## src/rtl/fdiv_pkg.sv

```systemverilog
// Package for the float32 divider: status codes, word carried down the cell chain.
// No dependencies.
`timescale 1ns / 1ps
package fdiv_pkg;

   localparam int unsigned FRAC_W  = 23;
   localparam int unsigned MANT_W  = 24;
   localparam int unsigned EXP_W   = 8;
   localparam int unsigned Q_W     = 47;   // floor(ma*2^23/mb) fits in 47 bits
   localparam int unsigned SHIFT_W = 7;
   localparam logic [31:0] POS_INF = 32'h7F80_0000;
   localparam logic [9:0]  BIAS    = 10'd127;
   localparam logic [9:0]  EXP_MAX = 10'd255;

   typedef enum logic [2:0] {
      ST_NORMAL        = 3'd0,
      ST_ZERO_DIVIDEND = 3'd1,
      ST_DIV_BY_ZERO   = 3'd2,
      ST_OVERFLOW      = 3'd3,
      ST_UNDERFLOW     = 3'd4
   } status_type;

   typedef struct packed {
      logic                valid;
      status_type          status;
      logic                sign;
      logic [EXP_W-1:0]    exp;
      logic [MANT_W-1:0]   ma;
      logic [MANT_W-1:0]   mb;
      logic [MANT_W-1:0]   rem;
      logic [Q_W-1:0]      q;
   } word_type;

endpackage

```

## src/rtl/fdiv_cell.sv

```systemverilog
// One restoring-division cell: settles one quotient bit and passes the word on.
// Depends on fdiv_pkg.
`timescale 1ns / 1ps
module fdiv_cell #(
   parameter int unsigned QBIT = 0
) (
   input  logic              clock,
   input  logic              reset,
   input  fdiv_pkg::word_type up_word,
   output fdiv_pkg::word_type dn_word
);
   import fdiv_pkg::*;

   word_type           word_ff, word_in;
   logic               dbit;
   logic [MANT_W:0]    trial;
   logic               fits;

   // dividend is ma shifted up by 23; bits below 23 are zero
   generate
      if (QBIT >= FRAC_W) begin : g_hi
         assign dbit = up_word.ma[QBIT-FRAC_W];
      end else begin : g_lo
         assign dbit = 1'b0;
      end
   endgenerate

   always_comb begin
      trial   = {up_word.rem, dbit};
      fits    = trial >= {1'b0, up_word.mb};
      word_in = up_word;
      if (fits) begin
         word_in.rem = MANT_W'(trial - {1'b0, up_word.mb});
      end else begin
         word_in.rem = trial[MANT_W-1:0];
      end
      word_in.q = {up_word.q[Q_W-2:0], fits};
   end

   always_ff @(posedge clock) begin
      if (reset) begin
         word_ff.valid <= 1'b0;
      end else begin
         word_ff.valid <= word_in.valid;
      end
      word_ff.status <= word_in.status;
      word_ff.sign   <= word_in.sign;
      word_ff.exp    <= word_in.exp;
      word_ff.ma     <= word_in.ma;
      word_ff.mb     <= word_in.mb;
      word_ff.rem    <= word_in.rem;
      word_ff.q      <= word_in.q;
   end

   assign dn_word = word_ff;

endmodule

```

## config.mk

```make
export PLATFORM = sky130hd
export DESIGN_NAME = fdiv_cell
export DESIGN_NICKNAME = d
export VERILOG_FILES = /design/src/rtl/fdiv_pkg.sv /design/src/rtl/fdiv_cell.sv
export SDC_FILE = /design/constraint.sdc
export NUM_CORES = 1
export LEC_CHECK = 0
export BUFFER_PORTS_ARGS = -buffer_cell sky130_fd_sc_hd__buf_2
export CELL_PAD_IN_SITES_DETAIL_PLACEMENT = 1
export CELL_PAD_IN_SITES_GLOBAL_PLACEMENT = 1
export CORE_MARGIN = 2
export CORE_UTILIZATION = 29
export DETAILED_ROUTE_END_ITERATION = 16
export GPL_ROUTABILITY_DRIVEN = 1
export HOLD_SLACK_MARGIN = 0.05
export PLACE_DENSITY_LB_ADDON = 0.1
export SLEW_MARGIN = 10
export SYNTH_ARGS = -nofsm -noshare
export SYNTH_HDL_FRONTEND = slang
export SYNTH_SLANG_ARGS = --single-unit
export TNS_END_PERCENT = 50
```

## constraint.sdc

```tcl
create_clock -name clock -period 2.23 [get_ports clock]
set_input_delay 0.5575 -clock clock [delete_from_list [all_inputs] [get_ports clock]]
set_output_delay 0.5575 -clock clock [all_outputs]
set_load 0.01 [all_outputs]
```

==> results.md <==
* First-pass GRT wire length at 23.1 mm
* Minimum clock period at 2180 ps
* Pwr/cell area at 884 nW/um^2
* Clock sinks at 132
* Clock Tree Root: clkbuf_16
* Post-synth top cells: dfxtp_1, inv_1, ha_1
* Count of final max-slew check failures at 0
* CTS max path bufs at 2
* Maximum vdd drop at 492 uV
* Largest net degree at the start of global routing at 17
* Vert. Die Dim at 130 um
* Routed via count divided by cell count at 4.32
* Wire length per cell at approximately 16 um
* # nets final at 940
* Pwr Total at between 6000 and 7000 uW
* Worst endpoint data arrival time at around 2500 ps
* H-tree depth at 4
* Congestion Overflow GR at 0
* # Max-Cap Violations at 0
* Routability Congestion at 0.825
* Setup TNS at 0 ps
* Ratio of cells with drive above 1 in the final layout at 0.607
* Post-synth EDFFs at 0
* Drc violations at 0
* Area of the multi-input gates at 2040 sq um
* Sequential cell area at 2640 sq um
* CP endpoint kind: flip-flop
* Max Freq at 459 MHz
* Starting Density at 0.293
* Initial antenna violation count at 3
* Cts hold-fix bufs at 0
* Run status: finished clean
* Leakage at 0.00377 uW
* # fillers at 1,825
* Setup violators final at 0
* Overall Global Routing Usage at 0.182
* Largest fanout on the critical path at 5
* Vias in the first global route at 4,497
* Synth Register Bits at 132
* Req. time, crit path at 2530 ps
* Core area at 15,700 sq um
* Endpoints failing hold at 0
* Pre-antenna DRT Iters at 3
* Post-synth top area cell: dfxtp_1
* Max reg flops at 132
* Actual slew at the worst max-slew pin at 456 ps
* CP Launch Type: input pin
* DR vias at 4,384
* Post-synth net total at between 500 and 600
* Post-synth cell types at 59
* Number of synthesis warnings at 0
* Most common cell in the netlist: dfxtp_1
* Syn Area/Cell at between 10 and 15 sq um
* Final HPWL DP at between 10 and 15 mm
* RSZ-0062 raised after global routing: yes
* Top cells by area, synth: dfxtp_1, ha_1, a21oi_2
* I/O Buffers at 264
* Core Util, Final at 0.496
* Synth top area share at 0.575
* Starting DRT DRC Count at 82
* Top_reg_cell synth: dfxtp_1
* Max-slew headroom at 0.695
* Final Cycle Share at 0.977
* Cts bufs inserted at 17
* Hold Path Class: in2reg
* Post-Syn Instances at 408
* Die W at approximately 130 um
* I/O Pins at 266
* Clock slew at reported path FFs at around 70 ps
* Post-DRT Antenna Nets at 0
* Final wirelength at 15.9 mm
* Post-synthesis async set-or-reset flop share at 0
* Row count at 46
* Kind of critical path: in2reg
* Seq/Total Area, Yosys at 0.575
* Synth-to-Final Area Change at 69.4%
* CTS tree: done
* Total Die Area at 16,900 sq um
* Post-Syn Area at 4600 sq um
==> cell type report <==
| cell class | count | area share |
|---|---|---|
| clock buffer | 18 | 0.0564 |
| antenna | 4 | 0.00129 |
| clock inverter | 14 | 0.0214 |
| timing repair buffer | 361 | 0.265 |
| sequential | 132 | 0.339 |
| tap | 216 | 0.0347 |
| inverter | 37 | 0.0191 |
| multi-input combinational | 232 | 0.262 |
==> cell families after synthesis <==
| kind of cell | count (synthesis) | synth area share |
|---|---|---|
| muxes | 1 | 0.00327 |
| DFF | 132 | 0.575 |
| adders and majority gates | 25 | 0.0697 |
| AOI/OAI and AO/OA | 102 | 0.168 |
| buffers and inverters | 44 | 0.0484 |
| xor gates and xnor gates | 14 | 0.0267 |
| and+or+nand+nor | 90 | 0.109 |
==> stage by stage <==
stage               hold slack, ps  cells  setup slack [ps]  instance area [sq um]
detailed placement             662    973              -425                   7050
global placement               660    973              -375                   7050
CTS                            214   1005              16.3                   7660
floorplan                      585    408             -43.0                   4850
finish                         237   1014              51.1                   7790
global route                   212   1014             -51.7                   7790
==> layer usage <==
metal | global-route usage | routed length, um
met1 | 0.194 | 6170
met2 | 0.329 | 8490
met3 | 0.0517 | 928
met4 | 0.0942 | 357
met5 | 0 | 0
==> worst paths after layout <==
check,from,cells past startpoint,endpoint
worst max-delay path,up_word[47],11,dn_word[63]$_DFF_P_
worst min-delay path,up_word[110],1,dn_word[110]$_DFF_P_
==> what timing repair did <==
| item | CTS | global route |
|---|---|---|
| hold endpoints to repair | 0 | 0 |
| endpoints found under the setup margin | 0 | 18 |
| resized for setup | 0 | 22 |
| buffers inserted | 0 | 5 |
==> cell usage in the layout, fill, tap and decap left out, types with 4 or more instances in the layout <==
master,Yosys,layout
xor2_1,7,7
nor3_1,7,7
ha_1,24,6
nand3_1,5,5
inv_1,36,31
nand2b_1,5,5
clkbuf_16,0,17
xnor2_1,7,7
nand4_1,5,5
buf_2,2,264
a21oi_2,17,21
dfxtp_1,132,132
o21a_1,4,4
inv_6,1,4
nor2_2,14,17
a21o_1,5,5
nand2_1,17,15
o21ai_0,17,14
ha_4,0,15
diode_2,0,4
nor2_1,14,11
nor2b_1,5,4
a21oi_1,22,18
buf_4,0,95
==> power breakdown <==
| group | leakage [uW] | internal, uW | switching (uW) |
|---|---|---|---|
| sequential | 0.00111 | 2560 | 46.2 |
| combinational | 0.00237 | 690 | 708 |
| clock | 0.000293 | 1710 | 1160 |
| total | 0.00377 | 4960 | 1920 |
==> critical path, cell delays in order <==
cell     delay (ps)
buf_2           100
inv_1            60
fa_2            390
nor2b_4         120
o31a_1          240
o41ai_4         100
buf_4           160
o21ai_4         250
a21oi_2         110
o21a_1          180
o221a_1         220
No activity file was read; power rests on OpenSTA's default activity.
