==> config.mk <==
export PLATFORM = sky130hd
export DESIGN_NAME = fdiv_norm
export DESIGN_NICKNAME = d
export VERILOG_FILES = /design/src/rtl/fdiv_pkg.sv /design/src/rtl/fdiv_norm.sv
export SDC_FILE = /design/constraint.sdc
export NUM_CORES = 1
export LEC_CHECK = 0
export ABC_CLOCK_PERIOD_IN_PS = 3200
export BUFFER_PORTS_ARGS = -buffer_cell sky130_fd_sc_hd__buf_2
export CORE_MARGIN = 10
export CORE_UTILIZATION = 34
export CTS_BUF_LIST = sky130_fd_sc_hd__clkbuf_16
export CTS_CLUSTER_SIZE = 28
export DETAILED_ROUTE_END_ITERATION = 7
export PLACE_DENSITY = 0.68
export SLEW_MARGIN = 20
export SYNTH_ARGS = -nofsm -noshare
export SYNTH_HDL_FRONTEND = slang
export SYNTH_SLANG_ARGS = --single-unit
==> constraint.sdc <==
create_clock -name clock -period 3.2 [get_ports clock]
set_input_delay 0.8 -clock clock [delete_from_list [all_inputs] [get_ports clock]]
set_output_delay 0.8 -clock clock [all_outputs]
set_load 0.02 [all_outputs]
==> src/rtl/fdiv_pkg.sv <==
// Package for the float32 divider: status codes, word carried down the cell chain.
// No dependencies.
`timescale 1ns / 1ps
package fdiv_pkg;

   localparam int unsigned FRAC_W  = 23;
   localparam int unsigned MANT_W  = 24;
   localparam int unsigned EXP_W   = 8;
   localparam int unsigned Q_W     = 47;   // floor(ma*2^23/mb) fits in 47 bits
   localparam int unsigned SHIFT_W = 7;
   localparam logic [31:0] POS_INF = 32'h7F80_0000;
   localparam logic [9:0]  BIAS    = 10'd127;
   localparam logic [9:0]  EXP_MAX = 10'd255;

   typedef enum logic [2:0] {
      ST_NORMAL        = 3'd0,
      ST_ZERO_DIVIDEND = 3'd1,
      ST_DIV_BY_ZERO   = 3'd2,
      ST_OVERFLOW      = 3'd3,
      ST_UNDERFLOW     = 3'd4
   } status_type;

   typedef struct packed {
      logic                valid;
      status_type          status;
      logic                sign;
      logic [EXP_W-1:0]    exp;
      logic [MANT_W-1:0]   ma;
      logic [MANT_W-1:0]   mb;
      logic [MANT_W-1:0]   rem;
      logic [Q_W-1:0]      q;
   } word_type;

endpackage

==> src/rtl/fdiv_norm.sv <==
// Normalise and pack: shift count search, then shift, exponent fix and result select.
// Depends on fdiv_pkg.
`timescale 1ns / 1ps
module fdiv_norm (
   input  logic               clock,
   input  logic               reset,
   input  fdiv_pkg::word_type up_word,
   output logic               out_valid,
   output logic [31:0]        out_bits,
   output logic [2:0]         out_status
);
   import fdiv_pkg::*;

   // stage 1: shift search
   logic               v1_ff;
   status_type         st1_ff;
   logic               sign1_ff;
   logic [EXP_W-1:0]   exp1_ff;
   logic [Q_W-1:0]     q1_ff;
   logic               lowz1_ff, lowz1_in;
   logic [SHIFT_W-1:0] s1_ff, s1_in;

   always_comb begin
      lowz1_in = (up_word.q[MANT_W-1:0] == '0);
      s1_in    = '0;
      if (!lowz1_in) begin
         for (int i = 0; i < MANT_W; i++) begin
            if (up_word.q[i]) s1_in = SHIFT_W'(FRAC_W - i);
         end
      end else begin
         // only high bits set: they all shift out past bit 63
         for (int i = Q_W - 1; i >= MANT_W; i--) begin
            if (up_word.q[i]) s1_in = SHIFT_W'(64 - i);
         end
      end
   end

   always_ff @(posedge clock) begin
      if (reset) begin
         v1_ff <= 1'b0;
      end else begin
         v1_ff <= up_word.valid;
      end
      st1_ff   <= up_word.status;
      sign1_ff <= up_word.sign;
      exp1_ff  <= up_word.exp;
      q1_ff    <= up_word.q;
      lowz1_ff <= lowz1_in;
      s1_ff    <= s1_in;
   end

   // stage 2: shift and pack
   logic              v2_ff;
   logic [31:0]       bits2_ff, bits2_in;
   logic [2:0]        st2_ff;
   logic [MANT_W:0]   sh;
   logic [EXP_W-1:0]  e_base;
   logic [EXP_W-1:0]  e_fin;
   logic [FRAC_W-1:0] frac;

   always_comb begin
      sh     = (MANT_W+1)'({1'b0, q1_ff} << s1_ff[4:0]);
      e_base = exp1_ff - EXP_W'({1'b0, s1_ff});
      if (lowz1_ff) begin
         frac  = '0;
         e_fin = e_base;
      end else if (sh[MANT_W]) begin
         frac  = sh[MANT_W-1:1];
         e_fin = e_base + EXP_W'(1);
      end else begin
         frac  = sh[FRAC_W-1:0];
         e_fin = e_base;
      end
      unique case (st1_ff)
         ST_NORMAL:                     bits2_in = {sign1_ff, e_fin, frac};
         ST_DIV_BY_ZERO, ST_OVERFLOW:   bits2_in = POS_INF;
         ST_ZERO_DIVIDEND, ST_UNDERFLOW: bits2_in = '0;
         default:                       bits2_in = '0;
      endcase
   end

   always_ff @(posedge clock) begin
      if (reset) begin
         v2_ff <= 1'b0;
      end else begin
         v2_ff <= v1_ff;
      end
      bits2_ff <= bits2_in;
      st2_ff   <= st1_ff;
   end

   assign out_valid  = v2_ff;
   assign out_bits   = bits2_ff;
   assign out_status = st2_ff;

endmodule

==> impl_metrics.toml, run 1 <==
[worst_setup_path]
max_stage_delay_ps = 670
crit_fanout = 12
cp-start-kind = "flop"
critPathCaptureType = "flop"
crit_type = "flop to flop"
cp.required_ps = 3420
crit_slowest_cell = "dfxtp_1"
timing.critical_path.cells = "ha_1 -> inv_1 -> fa_1 -> a211oi_1 -> nor2_1 -> xor2_1 -> nand4_1 -> nor4_4 -> xnor2_1 -> o21ai_1"
cp.arrival_ps = 3130

[route]
drtPass1Iterations = 4
postRouteAntennaNets = 0
drt_iter0_drc = 159
via_per_inst = 5.00
num_vias = 3708
wire_per_inst_um = 14.9
wirelength_um = 11000
drcViolationCount = 0

[floorplan]
dieHeight_um = 131
start_util_pct = 34.8
boundaryPins = 170
die_w_um = 131
core_area_mm2 = 0.0121
die-area_mm2 = 0.0172
rows = 40

[sta]
tightest_slew_ps = 1060
skew_ps = 7.36
setup-violations-final = 0
setup_tns_ps = 0
period_needed_ps = 2900
clock.fmax_ghz = 0.344
maxSlewViolCount = 0
finalCritPeriodShare_pct = 90.7
hold_viol = 0
rsz0062_at_grt = "no"
relSlewSlack_pct = 28.2

[logic_synthesis]
syn_area_mm2 = 0.00420
ys_warn_count = 0
synthArstFlopShare_pct = 0
synth_ff_type = "dfxtp_1"
synth-edff-count = 0
syn_nets = 610
synth_mux_area_share_pct = 15.7
synth_compound_area_share_pct = 17.3
avgSynthCellArea_um2 = 8.96
seq_area_frac_synth_pct = 38.7
synthAdderAreaFrac_pct = 2.56
yosysUniqueCellTypes = 59
yosys.area_share.simple_pct = 18.6
synth_cells = 468
synth_xor_xnor_area_share_pct = 2.51
synth-seq-cells = 81
synth_top_family_by_area = "simple AND/OR/NAND/NOR gates"

[clock_network]
cts_tree = "done"
clkSinkCount = 81
cts_hold_buf = 0
htreeDepth = 3
cts_buffer_depth = 2
root_buffer = "clkbuf_16"
cts_setup_buffers = 0
cts_buffers = 9
clk_pin_slew_ps = 60
insertion_delay_ps = 340

[final_layout]
layout_common_cells = "buf_2 (97), dfxtp_1 (80), nor2_1 (57)"
multiInputGateArea_mm2 = 0.00237
final_common_cell = "buf_2"
final_layout_size_suffix_gt1_share_pct = 27.9
syn2layout_area_growth_pct = 23.6
ff_latch_area_mm2 = 0.00162
finalNetCount = 710
diodes = 0
n_fill_cell = 1238

[grt]
grt_pass1_vias = 3747
grt_overflow_total = 0
grt_max_degree = 21
track_usage_pct = 12.9
grt_pass1_wl_um = 17900
antenna_found_initial = 0

[placed_design]
gp_congestion = 0.826
dpl.hpwl_um = 9140
portBuffers = 97

[pwr]
power_density_mw_per_mm2 = 503
power_w = 0.00261
ir_drop_mv = 0.236
power.leakage_nw = 2.30

[flow_run]
cap_viol_max_count = 0

[run_status]
status = "finished clean"

[min_path]
hold_class = "flop to flop"
[cells in the mapped netlist (3+ instances only)]
| master | number | area (um2) |
|---|---|---|
| and3_1 | 4 | 25.0 |
| a211oi_1 | 20 | 150 |
| nand3_1 | 6 | 30.0 |
| buf_2 | 3 | 15.0 |
| o31ai_1 | 5 | 37.5 |
| o31a_1 | 3 | 26.3 |
| or2_2 | 5 | 31.3 |
| mux2_2 | 10 | 113 |
| nor2b_1 | 5 | 31.3 |
| nor3b_1 | 3 | 22.5 |
| nand2b_1 | 5 | 31.3 |
| ha_1 | 7 | 87.6 |
| nor2_1 | 57 | 214 |
| nand2_1 | 39 | 146 |
| or3_1 | 3 | 18.8 |
| o21bai_1 | 8 | 60.1 |
| mux2i_1 | 33 | 330 |
| mux4_2 | 9 | 203 |
| xnor2_1 | 6 | 52.6 |
| o21ai_0 | 23 | 115 |
| nor4_1 | 9 | 56.3 |
| a21oi_1 | 28 | 140 |
| inv_1 | 18 | 67.6 |
| o311ai_0 | 3 | 26.3 |
| nor3_1 | 11 | 55.1 |
| xor2_1 | 6 | 52.6 |
| or4_1 | 4 | 30.0 |
| clkbuf_1 | 16 | 60.1 |
| dfxtp_1 | 81 | 1620 |
[kinds of logic (layout without fill, tap and decap cells)]
family          after synthesis  in the layout
simple gates                159            159
compound gates              111            111
flops                        81             81
mux                          53             53
buf+inv                      44            149
xor+xnor                     12             12
fa+ha+maj                     8              8
[power breakdown]
| part | internal (W) | switching (W) | total (W) | leakage [nW] |
|---|---|---|---|---|
| sequential | 0.00106 | 0.0000272 | 0.00109 | 0.674 |
| combinational | 0.000224 | 0.000297 | 0.000521 | 1.47 |
| clock | 0.000603 | 0.000393 | 0.000996 | 0.149 |
[registers in the layout, indices dropped and copies added, names as in the netlist]
signal      cells
q1_ff          25
out_valid       1
sign1_ff        1
v1_ff           1
lowz1_ff        1
out_status      3
st1_ff          3
exp1_ff         8
out_bits       32
s1_ff           6
[timing repair]
item / 4_1_cts / 5_1_grt
setup endpoints to repair: 0 / 1
endpoints found under the hold margin: 0 / 0
gates resized for setup: 0 / 1
[routing by layer]
metal | track usage, % | wire [um] | part of all wire, % | up-vias
met1 | 15.8 | 5170 | 47 | 1706
met3 | 3.58 | 707 | 6.4 | 18
met5 | 0 | 0 | 0 | -
li1 | - | - | - | 1891
met2 | 20.9 | 4920 | 45 | 93
met4 | 5.36 | 223 | 2.0 | 0
[worst paths after layout]
check        startpoint             to  slack, ps  cells past startpoint
min reg2reg   st1_ff[0]  out_status[0]        350                      0
max            s1_ff[0]   out_bits[30]        300                     10
max reg2reg    s1_ff[0]   out_bits[30]        300                     10
min           st1_ff[0]  out_status[0]        350                      0
[metrics by stage]
stage | setup WS [ps] | area, um2 | hold WS, ps | utilization, % | instances
2_1_floorplan | 452 | 4200 | 323 | - | 468
3_3_place_gp | 329 | 4890 | 333 | 40.5 | 725
3_5_place_dp | 261 | 4890 | 334 | 40.5 | 725
4_1_cts | 237 | 5180 | 348 | 43.0 | 741
5_1_grt | 6.51 | 5180 | 356 | 43.0 | 741
6_report | 297 | 5180 | 348 | 43.0 | 741
[final cells by class]
cell class                 instances  share of cell area [%]
tap                              168                    4.06
multi-input combinational        343                    45.8
clock inverter                     7                    1.38
inverter                          20                    1.45
timing repair buffer             113                    11.7
clock buffer                       9                    4.34
sequential                        81                    31.3
[critical path: cells and delay by family, from the launching register on]
family / cells / cell delay [ps]
xor+xnor: 2 / 410
buf+inv: 1 / 50
simple gates: 3 / 610
flops: 1 / 670
fa+ha+maj: 2 / 660
compound gates: 2 / 390
Power figures use the tool's default switching activity.
==> inputs of run 2 (changes only) <==
Settings changed: ABC_AREA from default to 1, PLACE_DENSITY 0.68 to 0.67.
==> impl_metrics.toml, run 2 <==
[sta]
tightest_slew_ps = 590
clock.fmax_ghz = 0.377
maxSlewViolCount = 0
finalCritPeriodShare_pct = 82.9
period_needed_ps = 2650
rsz0062_at_grt = "no"
relSlewSlack_pct = 60.6
setup_tns_ps = 0
setup-violations-final = 0
hold_viol = 0
skew_ps = 4.35

[clock_network]
cts_setup_buffers = 0
insertion_delay_ps = 340
clk_pin_slew_ps = 60
htreeDepth = 3
cts_buffer_depth = 2
root_buffer = "clkbuf_16"
cts_resized = 0
cts_buffers = 9
cts_tree = "done"
cts_hold_buf = 0
clkSinkCount = 81

[worst_setup_path]
crit_slowest_cell = "dfxtp_2"
cp-start-kind = "flop"
cp.required_ps = 3420
crit_fanout = 25
path_common_cell = "nand2_1"
max_stage_delay_ps = 460
timing.critical_path.cells = "inv_4 -> nand2_1 -> nand2_1 -> inv_2 -> nand2_1 -> o21ai_1 -> o21ai_2 -> o21ai_2 -> o21ai_4 -> inv_4 -> nor2_8 -> nand3b_2 -> nor2_2 -> nand2_1 -> nand2_1 -> o21ai_1"
critPathCaptureType = "flop"
crit_type = "flop to flop"
cp.arrival_ps = 2870

[final_layout]
final_cells = 912
final_layout_size_suffix_gt1_share_pct = 19.4
syn2layout_area_growth_pct = 23.0
diodes = 0
multiInputGateArea_mm2 = 0.00221
ff_latch_area_mm2 = 0.00162
largest_reg_flops = 32
finalNetCount = 881
layout_common_cells = "nand2_1 (179), buf_2 (97), nor2_1 (87)"
n_fill_cell = 1299
final_common_cell = "nand2_1"

[floorplan]
dieHeight_um = 132
die_w_um = 132
die-area_mm2 = 0.0175
start_util_pct = 35.2
rows = 40
boundaryPins = 170
core_area_mm2 = 0.0122

[grt]
grt_pass1_wl_um = 17000
grt_max_degree = 33
grt_pass1_vias = 3698
antenna_found_initial = 0
track_usage_pct = 11.5
grt_overflow_total = 0

[route]
num_vias = 4067
drtPass1Iterations = 5
wire_per_inst_um = 11.1
drcViolationCount = 0
via_per_inst = 4.46
drt_iter0_drc = 245
wirelength_um = 10100
postRouteAntennaNets = 0

[pwr]
clkPwrFrac_pct = 43.5
power.internal_w = 0.00207
pwr-share-seq_pct = 39.0
switching_share_pct = 25.5
power_density_mw_per_mm2 = 527
power_switching_w = 0.000708
ir_drop_mv = 0.238
comb_power_share_pct = 17.5
power.leakage_nw = 2.69

[placed_design]
dp.cells = 896
dpl.hpwl_um = 8260
gp_congestion = 0.907
portBuffers = 97

[logic_synthesis]
syn_area_mm2 = 0.00429
avgSynthCellArea_um2 = 6.59
synthArstFlopShare_pct = 0
synth_ff_type = "dfxtp_1"
ys_warn_count = 0
synth_top_area_cell = "dfxtp_1"
synthTopCellsByCount = "nand2_1 (179), nor2_1 (87), dfxtp_1 (81), inv_1 (80), o21ai_0 (70)"
synth_cells = 650
yosysUniqueCellTypes = 47
synth.area.top_cells = "dfxtp_1 (38%), nand2_1 (16%), o21ai_0 (8.2%), nor2_1 (7.6%), inv_1 (7.0%)"
seq_area_frac_synth_pct = 37.8
synth-edff-count = 0
syn_nets = 792
synth-seq-cells = 81
synth.most_common_cell = "nand2_1"
synth_top_cell_area_share_pct = 37.8

[min_path]
hold_class = "flop to flop"

[flow_run]
cap_viol_max_count = 0

[run_status]
status = "finished clean"
## run 2: cell count changes after synthesis, moves of 12 or more
cell,delta
a211oi_1,-16
inv_1,+62
mux2i_1,-30
nand2_1,+140
nand3_1,+12
nor2_1,+30
o21ai_0,+47
## run 2: area by class of cell
class                           instances  area share (%)
Multi-Input combinational cell        457            41.8
Clock inverter                          7            2.54
Tap cell                              168            3.99
Clock buffer                            9            4.27
Sequential cell                        81            30.8
Timing Repair Buffer                  106            10.5
Inverter                               84            6.08
## run 2: power groups by stage
stage	Sequential [W]	Combinational [W]	Clock, W
6_report	0.00109	0.000486	0.00121
5_1_grt	0.00109	0.000553	0.00128
2_1_floorplan	0.00113	0.000319	0
3_5_place_dp	0.00111	0.000484	0
4_1_cts	0.00109	0.000487	0.00124
3_3_place_gp	0.00111	0.000480	0
## run 2: logic make-up (layout without fill, tap and decap cells)
family / after synthesis / count (layout) / share of synthesized area (%)
compound gates: 135 / 135 / 18.2
xor+xnor: 5 / 5 / 1.02
fa+ha+maj: 8 / 8 / 2.51
buf+inv: 112 / 206 / 10.7
flops: 81 / 81 / 37.8
mux: 3 / 3 / 0.701
simple gates: 306 / 306 / 29.0
## run 2: path summary, 6_finish.rpt
kind	start	end	slack, ps	depth (start not counted)
min	st1_ff[0]	out_status[0]	360	0
min reg2reg	st1_ff[0]	out_status[0]	360	0
max reg2reg	s1_ff[0]	out_bits[29]	550	16
max	s1_ff[0]	out_bits[29]	550	16
## run 2: worst max-delay path: cells and delay by family, from the launching register on
family / cells / cell delay, ps
buffers and inverters: 3 / 480
AOI/OAI and AO/OA: 5 / 890
and+or+nand+nor: 8 / 710
DFF: 1 / 460
## run 2: metal layers
| layer | share of wire [%] | vias to the layer above | GRT usage, % |
|---|---|---|---|
| met5 | 0 | - | 0 |
| met4 | 1.7 | 0 | 5.13 |
| met3 | 6.0 | 14 | 3.24 |
| met2 | 42 | 100 | 16.7 |
| met1 | 50 | 1714 | 15.3 |
| li1 | - | 2239 | - |
## run 2: per-stage QoR
| step | worst slack (ps) | hold WS (ps) | instance area (um2) | total power, W | utilization [%] |
|---|---|---|---|---|---|
| 2_1_floorplan | 797 | 349 | 4290 | 0.00145 | - |
| 3_3_place_gp | 304 | 355 | 4910 | 0.00159 | 40.4 |
| 3_5_place_dp | 283 | 357 | 4910 | 0.00159 | 40.4 |
| 4_1_cts | 255 | 365 | 5270 | 0.00281 | 43.3 |
| 5_1_grt | 240 | 380 | 5270 | 0.00293 | 43.3 |
| 6_report | 548 | 364 | 5270 | 0.00278 | 43.3 |
==> inputs of run 3 (changes only) <==
Settings changed: ABC_AREA 1 to 0, ABC_CLOCK_PERIOD_IN_PS 3200 to 2200, PLACE_DENSITY 0.67 to 0.7.
Clock period 3.2 ns to 2.2 ns, I/O delays scaled along.
==> impl_metrics.toml, run 3 (synthesized netlist as in run 1, its figures left out) <==
[run_status]
status = "complete, but fails checks"
violations = "setup timing"

[final_layout]
final_cells = 820
finalNetCount = 790
final_layout_size_suffix_gt1_share_pct = 42.3
largest_reg_flops = 32
final_common_cell = "buf_2"
syn2layout_area_growth_pct = 46.1
n_fill_cell = 1140
design_area_mm2 = 0.00613
diodes = 0
layout_common_cells = "buf_2 (97), buf_4 (81), dfxtp_1 (78)"

[min_path]
hp-start = "up_word[129]"
whs_endpoint = "st1_ff[1]"
hold_depth = 1
hold_class = "input port to flop"

[worst_setup_path]
r2r-start = "s1_ff[0]"
cp_num_buf_inv = 2
cp-start-kind = "flop"
crit_fanout = 10
cp_top_family = "multiplexers"
critPathCaptureType = "flop"
crit_type = "flop to flop"
crit_slowest_cell = "mux4_2"
reg2reg_to = "out_bits[25]"
ff2ff_setup_slack_ps = -280
cp.required_ps = 2400
reg2reg_depth = 9
cp.arrival_ps = 2680
timing.critical_path.cells = "buf_12 -> mux2i_2 -> mux4_2 -> nor2b_4 -> a221o_2 -> buf_6 -> nor3b_4 -> xor2_1 -> o21ai_0"
max_stage_delay_ps = 510

[grt]
met1_usage_pct = 17.3
antenna_found_initial = 0
grt_pass1_vias = 4181
use_met3_pct = 3.26
grt_max_degree = 20
grt_overflow_total = 0
grt.busiest_layer = "met2"
met2_usage_pct = 23.7
grt_pass1_wl_um = 19700
track_usage_pct = 14.3

[floorplan]
dieHeight_um = 131
core_area_mm2 = 0.0121
die-area_mm2 = 0.0172
die_w_um = 131
boundaryPins = 170
start_util_pct = 34.8
rows = 40

[sta]
clock.fmax_ghz = 0.404
whs_ps = 313
hold_viol = 0
setup-violations-final = 26
tightest_slew_ps = 549
maxSlewViolCount = 0
fin_ws_ps = -278
skew_ps = 6.40
finalCritPeriodShare_pct = 113
rsz0062_at_grt = "yes"
period_needed_ps = 2480
relSlewSlack_pct = 63.0

[flow_run]
cap_viol_max_count = 0

[placed_design]
place_area_mm2 = 0.00543
place_ws_ps = -307
dp.cells = 790
dpl.hpwl_um = 9700
portBuffers = 97
gp_congestion = 0.850

[clock_network]
root_buffer = "clkbuf_16"
clkSinkCount = 81
clk_pin_slew_ps = 60
cts_buffer_depth = 2
htreeDepth = 3
cts_tree = "done"
cts_buffers = 9
insertion_delay_ps = 340

[route]
via_per_inst = 4.88
wirelength_um = 12100
drtPass1Iterations = 4
drt_iter0_drc = 133
wire_per_inst_um = 14.8
num_vias = 4001
postRouteAntennaNets = 0
drcViolationCount = 0

[pwr]
ir_drop_mv = 0.329
power_w = 0.00415
comb_power_share_pct = 25.7
power_switching_w = 0.00110
power.leakage_nw = 2.76
clkPwrFrac_pct = 36.2
switching_share_pct = 26.5
pwr-share-seq_pct = 38.0
power.internal_w = 0.00305
power_density_mw_per_mm2 = 678
[run 3: how the worst max path moves through the flow]
stage / start / end / slack [ps] / cells past startpoint
finish: s1_ff[0] / out_bits[25] / -280 / 9
global route: s1_ff[0] / out_bits[24] / -340 / 9
CTS: s1_ff[0] / out_bits[30] / -170 / 12
detailed placement: s1_ff[0] / out_bits[29] / -310 / 8
global placement: s1_ff[0] / out_bits[29] / -280 / 8
floorplan: s1_ff[1] / out_bits[30] / -170 / 11
[run 3: stage by stage]
stage / util, % / setup TNS [ps]
floorplan: - / -302
global placement: 45.1 / -4330
detailed placement: 45.1 / -5400
CTS: 49.3 / -2130
global route: 50.8 / -5920
finish: 50.8 / -3280
[run 3: power groups by stage]
stage	clock, W	combinational (W)	sequential, W
5_1_grt	0.00160	0.00117	0.00159
3_3_place_gp	0	0.000881	0.00161
6_report	0.00151	0.00107	0.00158
3_5_place_dp	0	0.000905	0.00161
2_1_floorplan	0	0.000498	0.00165
4_1_cts	0.00153	0.000984	0.00158
[run 3: routing by layer]
| metal | wire length [um] | share of wire, % | vias up |
|---|---|---|---|
| li1 | - | - | 2049 |
| met1 | 5540 | 46 | 1852 |
| met2 | 5830 | 48 | 84 |
| met3 | 585 | 4.8 | 16 |
| met4 | 202 | 1.7 | 0 |
| met5 | 0 | 0 | - |
[run 3: worst register-to-register path, cell delays in order, from the launching register on]
cell,delay [ps]
dfxtp_4,370
buf_12,150
mux2i_2,160
mux4_2,510
nor2b_4,150
a221o_2,350
buf_6,140
nor3b_4,190
xor2_1,210
o21ai_0,110
[run 3: what timing repair did]
action	in CTS	in global routing
cloned	3	0
setup buffers	8	4
hold buffers	0	0
setup endpoints to repair	31	31
pin swaps	11	15
resized for setup	23	41
[run 3: final cells by class]
cell class                      instances  area, um2  share of cell area [%]
Clock inverter                          6       76.3                    1.25
Inverter                               20       80.1                    1.31
Sequential cell                        81       1630                    26.6
Tap cell                              168        210                    3.43
Clock buffer                            9        225                    3.67
Multi-Input combinational cell        343       2600                    42.5
Timing Repair Buffer                  193       1310                    21.3
